`src/c8_pkg.sv`:
```
// ----------------------------------------------------------------------------
// c8_pkg: shared types and constants of the CHIP-8 instruction core
// Item structs, request structs between the core and its memories,
// sequencer states, status codes and the hex font table.
// ----------------------------------------------------------------------------
package c8_pkg;

  localparam int MEM_AW  = 12;   // 4096 bytes of main memory
  localparam int FB_ROWS = 32;
  localparam int FB_AW   = 5;
  localparam int FB_W    = 64;
  localparam int FONT_BYTES = 80;

  // Item kinds.
  localparam logic [1:0] OPC_WRITE = 2'd0;
  localparam logic [1:0] OPC_READ  = 2'd1;
  localparam logic [1:0] OPC_EXEC  = 2'd2;
  localparam logic [1:0] OPC_ROW   = 2'd3;

  // Step status codes.
  localparam logic [2:0] ST_OK    = 3'd0;
  localparam logic [2:0] ST_WAIT  = 3'd1;
  localparam logic [2:0] ST_BADOP = 3'd2;
  localparam logic [2:0] ST_STACK = 3'd3;
  localparam logic [2:0] ST_HALT  = 3'd4;

  typedef struct packed {
    logic [1:0]  opcode;
    logic [11:0] address;
    logic [7:0]  write_byte;
    logic [15:0] keys_down;
    logic        key_press_event;
    logic [3:0]  last_key;
    logic [7:0]  random_byte;
  } in_item_t;

  typedef struct packed {
    logic [7:0]  read_byte;
    logic [63:0] display_row;
    logic [11:0] program_counter;
    logic        sound_on;
    logic [2:0]  step_status;
  } out_item_t;

  typedef struct packed {
    logic              we;
    logic [MEM_AW-1:0] addr;
    logic [7:0]        wdata;
  } mem_req_t;

  typedef struct packed {
    logic             we;
    logic             clr_all;
    logic [FB_AW-1:0] addr;
    logic [FB_W-1:0]  wdata;
  } fb_req_t;

  typedef struct packed {
    logic       we;
    logic [3:0] waddr;
    logic [7:0] wdata;
    logic [3:0] raddr_a;
    logic [3:0] raddr_b;
  } vreg_req_t;

  typedef enum logic [3:0] {
    S_IDLE,
    S_RDMEM,
    S_RDROW,
    S_FETCH_HI,
    S_FETCH_LO,
    S_DECODE,
    S_WRVX,
    S_DRAW_RD,
    S_DRAW_WR,
    S_DRAW_FLAG,
    S_BCD,
    S_ST_RD,
    S_ST_WR,
    S_LD_RD,
    S_LD_WR,
    S_FINISH
  } state_t;

  localparam logic [7:0] FONT_GLYPHS [FONT_BYTES] = '{
    8'hF0, 8'h90, 8'h90, 8'h90, 8'hF0, 8'h20, 8'h60, 8'h20, 8'h20, 8'h70,
    8'hF0, 8'h10, 8'hF0, 8'h80, 8'hF0, 8'hF0, 8'h10, 8'hF0, 8'h10, 8'hF0,
    8'h90, 8'h90, 8'hF0, 8'h10, 8'h10, 8'hF0, 8'h80, 8'hF0, 8'h10, 8'hF0,
    8'hF0, 8'h80, 8'hF0, 8'h90, 8'hF0, 8'hF0, 8'h10, 8'h20, 8'h40, 8'h40,
    8'hF0, 8'h90, 8'hF0, 8'h90, 8'hF0, 8'hF0, 8'h90, 8'hF0, 8'h10, 8'hF0,
    8'hF0, 8'h90, 8'hF0, 8'h90, 8'h90, 8'hE0, 8'h90, 8'hE0, 8'h90, 8'hE0,
    8'hF0, 8'h80, 8'h80, 8'h80, 8'hF0, 8'hE0, 8'h90, 8'h90, 8'h90, 8'hE0,
    8'hF0, 8'h80, 8'hF0, 8'h80, 8'hF0, 8'hF0, 8'h80, 8'hF0, 8'h80, 8'h80
  };

endpackage

```
`src/c8_vregs.sv`:
```
// ----------------------------------------------------------------------------
// c8_vregs: data register file
// Sixteen byte registers V0..VF, one write port and two registered read
// ports. Registers never written since reset read as zero.
// ----------------------------------------------------------------------------
module c8_vregs (
  input  logic              clk,
  input  logic              rst_n,
  input  c8_pkg::vreg_req_t req_i,
  output logic [7:0]        rdata_a_o,
  output logic [7:0]        rdata_b_o
);
  import c8_pkg::*;

  logic [7:0]  mem [16];
  logic [15:0] vld_r;
  logic [7:0]  rd_a_r;
  logic [7:0]  rd_b_r;
  logic        vld_a_r;
  logic        vld_b_r;

  assign rdata_a_o = vld_a_r ? rd_a_r : 8'd0;
  assign rdata_b_o = vld_b_r ? rd_b_r : 8'd0;

  always_ff @(posedge clk) begin
    if (!rst_n) begin
      vld_r <= '0;
    end else if (req_i.we) begin
      vld_r[req_i.waddr] <= 1'b1;
    end
  end

  always_ff @(posedge clk) begin
    if (req_i.we) begin
      mem[req_i.waddr] <= req_i.wdata;
    end
    rd_a_r  <= mem[req_i.raddr_a];
    rd_b_r  <= mem[req_i.raddr_b];
    vld_a_r <= vld_r[req_i.raddr_a];
    vld_b_r <= vld_r[req_i.raddr_b];
  end

endmodule

```
`config.mk`:
```
export PLATFORM = sky130hd
export DESIGN_NAME = c8_vregs
export DESIGN_NICKNAME = d
export VERILOG_FILES = /design/src/c8_pkg.sv /design/src/c8_vregs.sv
export SDC_FILE = /design/constraint.sdc
export NUM_CORES = 1
export LEC_CHECK = 0
export ABC_CLOCK_PERIOD_IN_PS = 3320
export BUFFER_PORTS_ARGS = -buffer_cell sky130_fd_sc_hd__buf_4
export CAP_MARGIN = 30
export CORE_ASPECT_RATIO = 0.8
export CORE_MARGIN = 8
export CORE_UTILIZATION = 40
export CTS_CLUSTER_SIZE = 10
export DETAILED_ROUTE_END_ITERATION = 10
export MAX_ROUTING_LAYER = met4
export PLACE_DENSITY = 0.6
export SYNTH_ARGS = -nofsm -noshare
export SYNTH_HDL_FRONTEND = slang
export SYNTH_SLANG_ARGS = --single-unit
```
`constraint.sdc`:
```
create_clock -name clk -period 3.32 [get_ports clk]
set_input_delay 0.498 -clock clk [delete_from_list [all_inputs] [get_ports clk]]
set_output_delay 0.498 -clock clk [all_outputs]
set_load 0.02 [all_outputs]
```
==> metrics.txt <==
status complete, no violations; die area 0.02260 sq mm; DR WL/cell about 26 um; cell leakage power 2.921 nW; Post-route DRC 0; Worst setup EP type flip-flop; most common cell after layout, fill and taps aside edfxtp_1; Largest stage delay, worst path around 700 ps; DR vias 3954; pin count of the biggest net entering global routing 37; largest cells by area after synthesis edfxtp_1 53%, mux4_1 13%, mux4_2 11%; Distinct cells, synth 24; CP top delay family multiplexers; syn nets 398; startpoint types input pin; Hold Path Class input pin to flip-flop; CP max FO 27; PnR worst setup slack ~1400 ps; nets roughly 450; floorplan row count 44; die height about 140 um; Mean Syn Cell Area 19.23 sq um; share of post-route cells with drive strength above 1 0.2785; antenna cells 0; highest clock rate 511.8 MHz; Worst-Margin Slew ~970 ps; VDD IR max between 0.0003 and 0.0004 V; Port Buf Inserts 38; GPL Wtd Cong between 0.7 and 0.8; Syn-to-layout area delta 15.10%; Max Root-Sink Buffers 2; Final min period ~2000 ps; hold_buf cts 0; clock transition at the registers of the reported paths around 60 ps; Max Cap Violations 0; hold_ws 384.5 ps; vias in the first global route just over 4000; Fin Clk Skew 6.355 ps; CP cell instances buf_4, mux4_4, a22oi_1, nand2_1; worst slack, placed ~1000 ps; Worst-Skew Late Latency ~430 ps; #FFs+latches synth roughly 160; root buf cell clkbuf_16; cell count after synthesis approximately 380; total gr overflow 0; drt pass-1 iters 5; die width about 170 um; vias per cell a little under 6; cts repair resizes 0; Final ANT Viol Nets 0; Max stage delay cell, worst path mux4_4; initial antenna violation count 0; final wirelength between 15000 and 20000 um; area fraction of the dominant cell type after synthesis 0.5331; htree depth 4; Max Slew Vio Count 0; Num CTS Buffers 17; biggest area consumer among synthesized cells edfxtp_1; io pins 39; Global Route Usage Sum 0.1618; most frequent cells in the layout 128 x edfxtp_1, 55 x buf_4, 36 x a22oi_1, 36 x mux4_1; worst relative slew slack 0.3505; DP HPWL ~11000 um; CTS Sinks 162; Cell Area, Synth 0.007209 sq mm; Post-CTS Setup Inserts 0; worst path arrival time about 2200 ps; critical path required time ~3600 ps; RSZ-0062 raised after global routing no; Initial Util 0.4029; CTS tree yes; Power Dens Cells roughly 550 mW/mm^2; Setup Crit Path Kind input pin to flip-flop; core box area ~0.018 sq mm; Hold Fails Final Rpt 0; endpoints failing setup 0; Buffers & Inverters on Critical Path 1; setup TNS 0 ps; First DRT Iteration DRCs roughly 370; global-route wire length before repair approximately 25000 um; fin crit share 0.5885; synth warn 0; Seq/Total Area, Yosys 0.6276
[where the power goes]
part	internal [mW]	leakage [nW]	total (mW)	switching, mW
registers	2.25	1.44	2.28	0.0267
clock network	1.21	0.292	1.97	0.757
logic	0.142	1.19	0.316	0.174
total	3.60	2.92	4.56	0.959
[per-stage QoR]
| step | util | power (mW) | cell area, sq um | instances |
|---|---|---|---|---|
| after detailed placement | 0.4305 | 2.635 | 7702 | 636 |
| after CTS | 0.4638 | 4.591 | 8298 | 668 |
| after floorplan | - | 2.517 | 7209 | 375 |
| final | 0.4638 | 4.562 | 8298 | 668 |
| after global routing | 0.4638 | 4.695 | 8298 | 668 |
| after global placement | 0.4305 | 2.627 | 7702 | 636 |
[worst paths after layout]
path	startpoint	endpoint	slack (ps)	cells past startpoint
hold / removal	req_i[12]	mem[11][4]	380	1
setup / recovery	req_i[4]	vld_a_r	1370	4
setup reg to reg	vld_r[3]	vld_a_r	1660	3
hold reg to reg	vld_r[5]	vld_r[5]	490	1
[worst register-to-register path: cells and delay by family (launching register included)]
family          cells  cell delay (ps)
mux                 1              600
simple gates        1              170
compound gates      1              430
flops               1              330
[cell type report]
cell class              instances  area, sq um
clock buffers                  21        460.4
clock inverters                11        135.1
fillers                      1508         9594
multi-input cells             189         2477
flip-flops and latches        162         4524
well taps                     230        287.8
repair buffers                 55        412.9
[routing by layer]
| layer | up-vias | routed length (um) | GRT usage |
|---|---|---|---|
| met4 | 0 | 108 | 0.05390 |
| met1 | 2078 | 8125 | 0.2258 |
| li1 | 1702 | - | - |
| met5 | - | 0 | - |
| met2 | 162 | 7773 | 0.2337 |
| met3 | 12 | 1297 | 0.03279 |
[state kept, by name, indices dropped and copies added, names as in the netlist]
| name | cells |
|---|---|
| mem | 128 |
| rd_a_r | 8 |
| rd_b_r | 8 |
| vld_a_r | 1 |
| vld_b_r | 1 |
| vld_r | 16 |
[cells in the mapped netlist]
| master | n |
|---|---|
| a22oi_1 | 36 |
| and2_1 | 18 |
| and2b_1 | 2 |
| buf_12 | 2 |
| buf_2 | 4 |
| buf_4 | 4 |
| buf_6 | 6 |
| clkbuf_1 | 4 |
| clkbuf_4 | 2 |
| clkdlybuf4s25_2 | 2 |
| dfxtp_1 | 34 |
| edfxtp_1 | 128 |
| mux4_1 | 36 |
| mux4_2 | 34 |
| mux4_4 | 2 |
| nand2_1 | 19 |
| nand2b_1 | 2 |
| nand3_1 | 1 |
| nand3b_1 | 2 |
| nor2_1 | 14 |
| nor2b_1 | 2 |
| nor3_1 | 4 |
| o21a_1 | 16 |
| or3b_2 | 1 |
[cells by family (layout without fill, tap and decap cells)]
family | after synthesis | after routing | synth area share
flip-flops | 162 | 162 | 0.6276
multiplexers | 72 | 72 | 0.2444
AND/OR/NAND/NOR | 65 | 65 | 0.04512
AO/OA/AOI/OAI | 52 | 52 | 0.05415
buffers and inverters | 24 | 87 | 0.02881
(Power assumes the default switching activity.)
