--- config.mk ---
export PLATFORM = sky130hd
export DESIGN_NAME = c8_fb
export DESIGN_NICKNAME = d
export VERILOG_FILES = /design/src/c8_pkg.sv /design/src/c8_fb.sv
export SDC_FILE = /design/constraint.sdc
export NUM_CORES = 2
export LEC_CHECK = 0
export BUFFER_PORTS_ARGS = -buffer_cell sky130_fd_sc_hd__clkbuf_2
export CORE_UTILIZATION = 45
export DETAILED_ROUTE_END_ITERATION = 7
export PLACE_DENSITY = 0.62
export SYNTH_ARGS = -nofsm -noshare
export SYNTH_HDL_FRONTEND = slang
export SYNTH_SLANG_ARGS = --single-unit
--- constraint.sdc ---
create_clock -name clk -period 7.6 [get_ports clk]
set_input_delay 0.38 -clock clk [delete_from_list [all_inputs] [get_ports clk]]
set_output_delay 0.38 -clock clk [all_outputs]
set_load 0.02 [all_outputs]
--- src/c8_pkg.sv ---
// ----------------------------------------------------------------------------
// c8_pkg: shared types and constants of the CHIP-8 instruction core
// Item structs, request structs between the core and its memories,
// sequencer states, status codes and the hex font table.
// ----------------------------------------------------------------------------
package c8_pkg;

  localparam int MEM_AW  = 12;   // 4096 bytes of main memory
  localparam int FB_ROWS = 32;
  localparam int FB_AW   = 5;
  localparam int FB_W    = 64;
  localparam int FONT_BYTES = 80;

  // Item kinds.
  localparam logic [1:0] OPC_WRITE = 2'd0;
  localparam logic [1:0] OPC_READ  = 2'd1;
  localparam logic [1:0] OPC_EXEC  = 2'd2;
  localparam logic [1:0] OPC_ROW   = 2'd3;

  // Step status codes.
  localparam logic [2:0] ST_OK    = 3'd0;
  localparam logic [2:0] ST_WAIT  = 3'd1;
  localparam logic [2:0] ST_BADOP = 3'd2;
  localparam logic [2:0] ST_STACK = 3'd3;
  localparam logic [2:0] ST_HALT  = 3'd4;

  typedef struct packed {
    logic [1:0]  opcode;
    logic [11:0] address;
    logic [7:0]  write_byte;
    logic [15:0] keys_down;
    logic        key_press_event;
    logic [3:0]  last_key;
    logic [7:0]  random_byte;
  } in_item_t;

  typedef struct packed {
    logic [7:0]  read_byte;
    logic [63:0] display_row;
    logic [11:0] program_counter;
    logic        sound_on;
    logic [2:0]  step_status;
  } out_item_t;

  typedef struct packed {
    logic              we;
    logic [MEM_AW-1:0] addr;
    logic [7:0]        wdata;
  } mem_req_t;

  typedef struct packed {
    logic             we;
    logic             clr_all;
    logic [FB_AW-1:0] addr;
    logic [FB_W-1:0]  wdata;
  } fb_req_t;

  typedef struct packed {
    logic       we;
    logic [3:0] waddr;
    logic [7:0] wdata;
    logic [3:0] raddr_a;
    logic [3:0] raddr_b;
  } vreg_req_t;

  typedef enum logic [3:0] {
    S_IDLE,
    S_RDMEM,
    S_RDROW,
    S_FETCH_HI,
    S_FETCH_LO,
    S_DECODE,
    S_WRVX,
    S_DRAW_RD,
    S_DRAW_WR,
    S_DRAW_FLAG,
    S_BCD,
    S_ST_RD,
    S_ST_WR,
    S_LD_RD,
    S_LD_WR,
    S_FINISH
  } state_t;

  localparam logic [7:0] FONT_GLYPHS [FONT_BYTES] = '{
    8'hF0, 8'h90, 8'h90, 8'h90, 8'hF0, 8'h20, 8'h60, 8'h20, 8'h20, 8'h70,
    8'hF0, 8'h10, 8'hF0, 8'h80, 8'hF0, 8'hF0, 8'h10, 8'hF0, 8'h10, 8'hF0,
    8'h90, 8'h90, 8'hF0, 8'h10, 8'h10, 8'hF0, 8'h80, 8'hF0, 8'h10, 8'hF0,
    8'hF0, 8'h80, 8'hF0, 8'h90, 8'hF0, 8'hF0, 8'h10, 8'h20, 8'h40, 8'h40,
    8'hF0, 8'h90, 8'hF0, 8'h90, 8'hF0, 8'hF0, 8'h90, 8'hF0, 8'h10, 8'hF0,
    8'hF0, 8'h90, 8'hF0, 8'h90, 8'h90, 8'hE0, 8'h90, 8'hE0, 8'h90, 8'hE0,
    8'hF0, 8'h80, 8'h80, 8'h80, 8'hF0, 8'hE0, 8'h90, 8'h90, 8'h90, 8'hE0,
    8'hF0, 8'h80, 8'hF0, 8'h80, 8'hF0, 8'hF0, 8'h80, 8'hF0, 8'h80, 8'h80
  };

endpackage

--- src/c8_fb.sv ---
// ----------------------------------------------------------------------------
// c8_fb: framebuffer
// 32 rows of 64 pixels in a synchronous RAM. A row that is not marked valid
// reads as blank, so a screen clear only drops the valid bits.
// ----------------------------------------------------------------------------
module c8_fb (
  input  logic                   clk,
  input  logic                   rst_n,
  input  c8_pkg::fb_req_t        req_i,
  output logic [c8_pkg::FB_W-1:0] rdata_o
);
  import c8_pkg::*;

  logic [FB_W-1:0]    mem [FB_ROWS];
  logic [FB_ROWS-1:0] vld_r;
  logic [FB_W-1:0]    rd_r;
  logic               rd_vld_r;

  assign rdata_o = rd_vld_r ? rd_r : '0;

  always_ff @(posedge clk) begin
    if (!rst_n) begin
      vld_r <= '0;
    end else if (req_i.clr_all) begin
      vld_r <= '0;
    end else if (req_i.we) begin
      vld_r[req_i.addr] <= 1'b1;
    end
  end

  always_ff @(posedge clk) begin
    if (req_i.we) begin
      mem[req_i.addr] <= req_i.wdata;
    end
    rd_r     <= mem[req_i.addr];
    rd_vld_r <= vld_r[req_i.addr];
  end

endmodule

==> impl_metrics.py <==
metrics = {
    "synth": {
        "yosys_warning_count": 0,
        "yosys.area_share.xor_xnor_pct": 0,
        "synth_cell_types": 26,
        "synthesis.area_um2": 80400,
        "syn_inst": 4306,
        "synth_simple_gate_area_share_pct": 2.30,
        "synth_compound_gate_area_share_pct": 4.34,
        "mappedNetlistNets": 4379,
        "synth_top_family_by_area": "multiplexers",
        "synth.area.mux_share_pct": 12.9,
        "ys_ff_latch": 2145,
        "syn_avg_cell_area_um2": 18.7,
        "sequential_share_of_the_synthesized_area_pct": 78.9,
        "synth_adder_area_share_pct": 0,
    },
    "clock_tree": {
        "cts.repair.resized": 0,
        "clockBufferDepth": 3,
        "worstSkewPairLatency_ns": 0.85,
        "cts_tree": "built",
        "clk_pin_slew_worst_paths_ns": 0.06,
        "clk_sink_count": 2145,
        "clock-root-buffer": "clkbuf_16",
        "cts_hold_buffers": 1,
        "cts_post_setup_buffers_inserted": 0,
        "cts_made_buffers": 210,
        "htree_levels": 4,
    },
    "routing": {
        "post-route-drc-count": 0,
        "route.vias.total": 41599,
        "route.detailed.vias_per_inst": 5.91,
        "sum_of_routed_wire_length_over_all_layers_mm": 207,
        "drt_iter0_drc": 4143,
        "detail_route.first_pass.iterations": 5,
        "wire_per_inst_um": 29.4,
        "antenna_left": 0,
    },
    "finish": {
        "drive_gt1_share_pct": 12.5,
        "area_growth_pct": 13.1,
        "finalNetCount": 4579,
        "post_layout_nonfiller_instances": 7044,
        "fin_util_pct": 51.4,
        "finalInstanceArea_um2": 91000,
    },
    "job": {
        "drv.max_cap_violation_count": 0,
    },
    "worst_setup_path": {
        "cp_data_required_time_ns": 8.25,
        "crit_chain": "buf_12 -> buf_12 -> buf_12 -> mux2i_1 -> o22ai_1 -> nor4_1 -> nand2_1",
        "crit_path_max_incr_delay_ns": 0.75,
        "timing.setup.critical_path_class": "in2reg",
        "timing.critical_path.slowest_stage_cell": "buf_12",
        "critical_path.n_buffers_inverters": 3,
        "cp.arrival_ns": 3.94,
        "cp_top_family": "buffers and inverters",
        "timing.critical_path.mode_cell": "buf_12",
        "crit_path_start_kind": "primary input",
        "critical_path_peak_fanout": 140,
        "worstSetupEndpointType": "register",
    },
    "hold_path": {
        "worst_hold_path_type": "in2reg",
    },
    "sta": {
        "final-hold-violation-count": 0,
        "period_share_pct": 43.2,
        "setup_viol": 0,
        "max_clock_freq_ghz": 0.304,
        "timing_worst_slew_pin_value_ns": 1.29,
        "worst_slew_margin_rel_pct": 13.6,
        "grt_setup_unrepaired": "no",
        "fin_crit_ns": 3.29,
        "final.setup.tns_ns": 0,
        "whs_ns": 0.0717,
        "worst_clock_skew_ns": 0.0544,
        "slew_viol_final": 0,
    },
    "outcome": {
        "outcome": "completed",
    },
    "placed_design": {
        "placed_area_um2": 84100,
        "placed_cells": 6633,
        "port_buffers": 136,
        "place.gp.congestion": 0.749,
        "hpwlAfterDp_mm": 101,
    },
    "power": {
        "peak_vdd_ir_mv": 0.198,
        "power_per_cell_area_nw_per_um2": 268,
        "leakage_nw": 31.5,
    },
    "floorplanning": {
        "initial_core_util_pct": 45.5,
        "die_height_um": 425,
        "num_ports": 137,
        "core_um2": 177000,
        "rows": 154,
        "full_die_area_um2": 180000,
        "die_width_um": 425,
    },
    "global_routing": {
        "gr-total-overflow": 0,
        "number_of_global_route_vias_before_repair": 40941,
        "globalRouteTotalUtil_pct": 22.7,
        "grt_start_max_net_pins": 141,
        "wire_length_of_the_first_global_routing_pass_mm": 293,
        "antenna_violations_before_repair": 9,
    },
}
[metrics by stage]
| stage | setup WS [ns] | power, mW |
|---|---|---|
| 2_1_floorplan | 1.43 | 14.0 |
| 3_3_place_gp | 3.49 | 14.4 |
| 3_5_place_dp | 3.47 | 14.4 |
| 4_1_cts | 4.34 | 24.5 |
| 5_1_grt | 4.16 | 25.0 |
| 6_report | 4.31 | 24.4 |
[layout make-up]
| class | count | area, um^2 |
|---|---|---|
| Fill cell | 14064 | 85900 |
| Sequential cell | 2145 | 63400 |
| Multi-Input combinational cell | 1913 | 16100 |
| Clock buffer | 292 | 5770 |
| Tap cell | 2340 | 2930 |
| Timing Repair Buffer | 236 | 1600 |
| Clock inverter | 108 | 1090 |
| Antenna cell | 10 | 25.0 |
[synthesized netlist by cell type]
master / n / area, um^2
nand2_1: 67 / 251
o21a_1: 32 / 240
buf_4: 12 / 90.1
buf_6: 12 / 135
or4b_4: 4 / 55.1
nand3b_2: 1 / 11.3
nor3_1: 4 / 20.0
nor4_1: 130 / 813
nand4b_1: 4 / 35.0
buf_1: 6 / 22.5
buf_2: 147 / 736
or4_4: 1 / 11.3
dfxtp_1: 97 / 1940
nand3b_1: 3 / 22.5
nand4_1: 1 / 6.26
and2_1: 64 / 400
nor2b_1: 1 / 6.26
or3b_2: 3 / 26.3
nor2_1: 29 / 109
nand3_1: 2 / 10.0
or3_1: 1 / 6.26
nand4bb_1: 6 / 67.6
o22ai_1: 520 / 3250
mux2i_1: 1040 / 10400
edfxtp_1: 2048 / 61500
clkbuf_1: 71 / 267
[worst paths after layout]
check                   from        end  slack [ns]  cells after the start
hold reg to reg     vld_r[1]   vld_r[1]        0.47                      1
setup / recovery   req_i[65]   rd_r[48]        4.31                      7
setup reg to reg  mem[0][61]   rd_r[61]        5.89                      4
hold / removal         rst_n  vld_r[28]        0.07                      3
[where the power goes]
part / switching, mW / total, mW / leakage, nW / internal, mW
clock network: 4.44 / 10.3 / 3.37 / 5.82
registers: 0.0666 / 13.2 / 19.3 / 13.1
logic: 0.634 / 0.931 / 8.91 / 0.297
total: 5.14 / 24.4 / 31.5 / 19.2
[cells in the final DEF, fill, tap and decap left out, types with 6 or more instances in the layout]
| cell | n |
|---|---|
| clkbuf_16 | 211 |
| nor2_4 | 28 |
| clkbuf_8 | 19 |
| o21a_1 | 32 |
| nand4bb_4 | 6 |
| mux2i_1 | 1040 |
| o22ai_1 | 520 |
| and2_1 | 64 |
| bufinv_16 | 14 |
| clkbuf_1 | 62 |
| edfxtp_1 | 2048 |
| clkinv_2 | 40 |
| buf_12 | 13 |
| diode_2 | 10 |
| clkbuf_2 | 135 |
| buf_4 | 87 |
| nor4_1 | 130 |
| dfxtp_1 | 96 |
| clkinv_1 | 36 |
| nand2_1 | 67 |
[state kept, by name, indices dropped and copies added, names as in the netlist]
signal,cells
vld_r,32
rd_r,64
mem,2048
rd_vld_r,1
[cell families (layout without fill, tap and decap cells)]
| logic type | Yosys count | count (layout) |
|---|---|---|
| buffers and inverters | 248 | 636 |
| multiplexers | 1040 | 1040 |
| AND/OR/NAND/NOR | 321 | 321 |
| AO/OA/AOI/OAI | 552 | 552 |
| flip-flops | 2145 | 2145 |
| other | 0 | 10 |
[per-layer routing]
| layer | share of wire [%] | global-route usage, % | wire length [um] |
|---|---|---|---|
| met5 | 0 | 0 | 0 |
| met4 | 2.6 | 6.94 | 5390 |
| met3 | 6.4 | 3.16 | 13300 |
| met2 | 49 | 37.2 | 101000 |
| met1 | 42 | 31.5 | 87400 |
[worst register-to-register path, delay by kind of cell (launching register included)]
kind             cells  cell delay, ns
multiplexers         1            0.14
AND/OR/NAND/NOR      2            0.96
AO/OA/AOI/OAI        1            0.10
flip-flops           1            0.37
No activity file was read; power rests on OpenSTA's default activity.
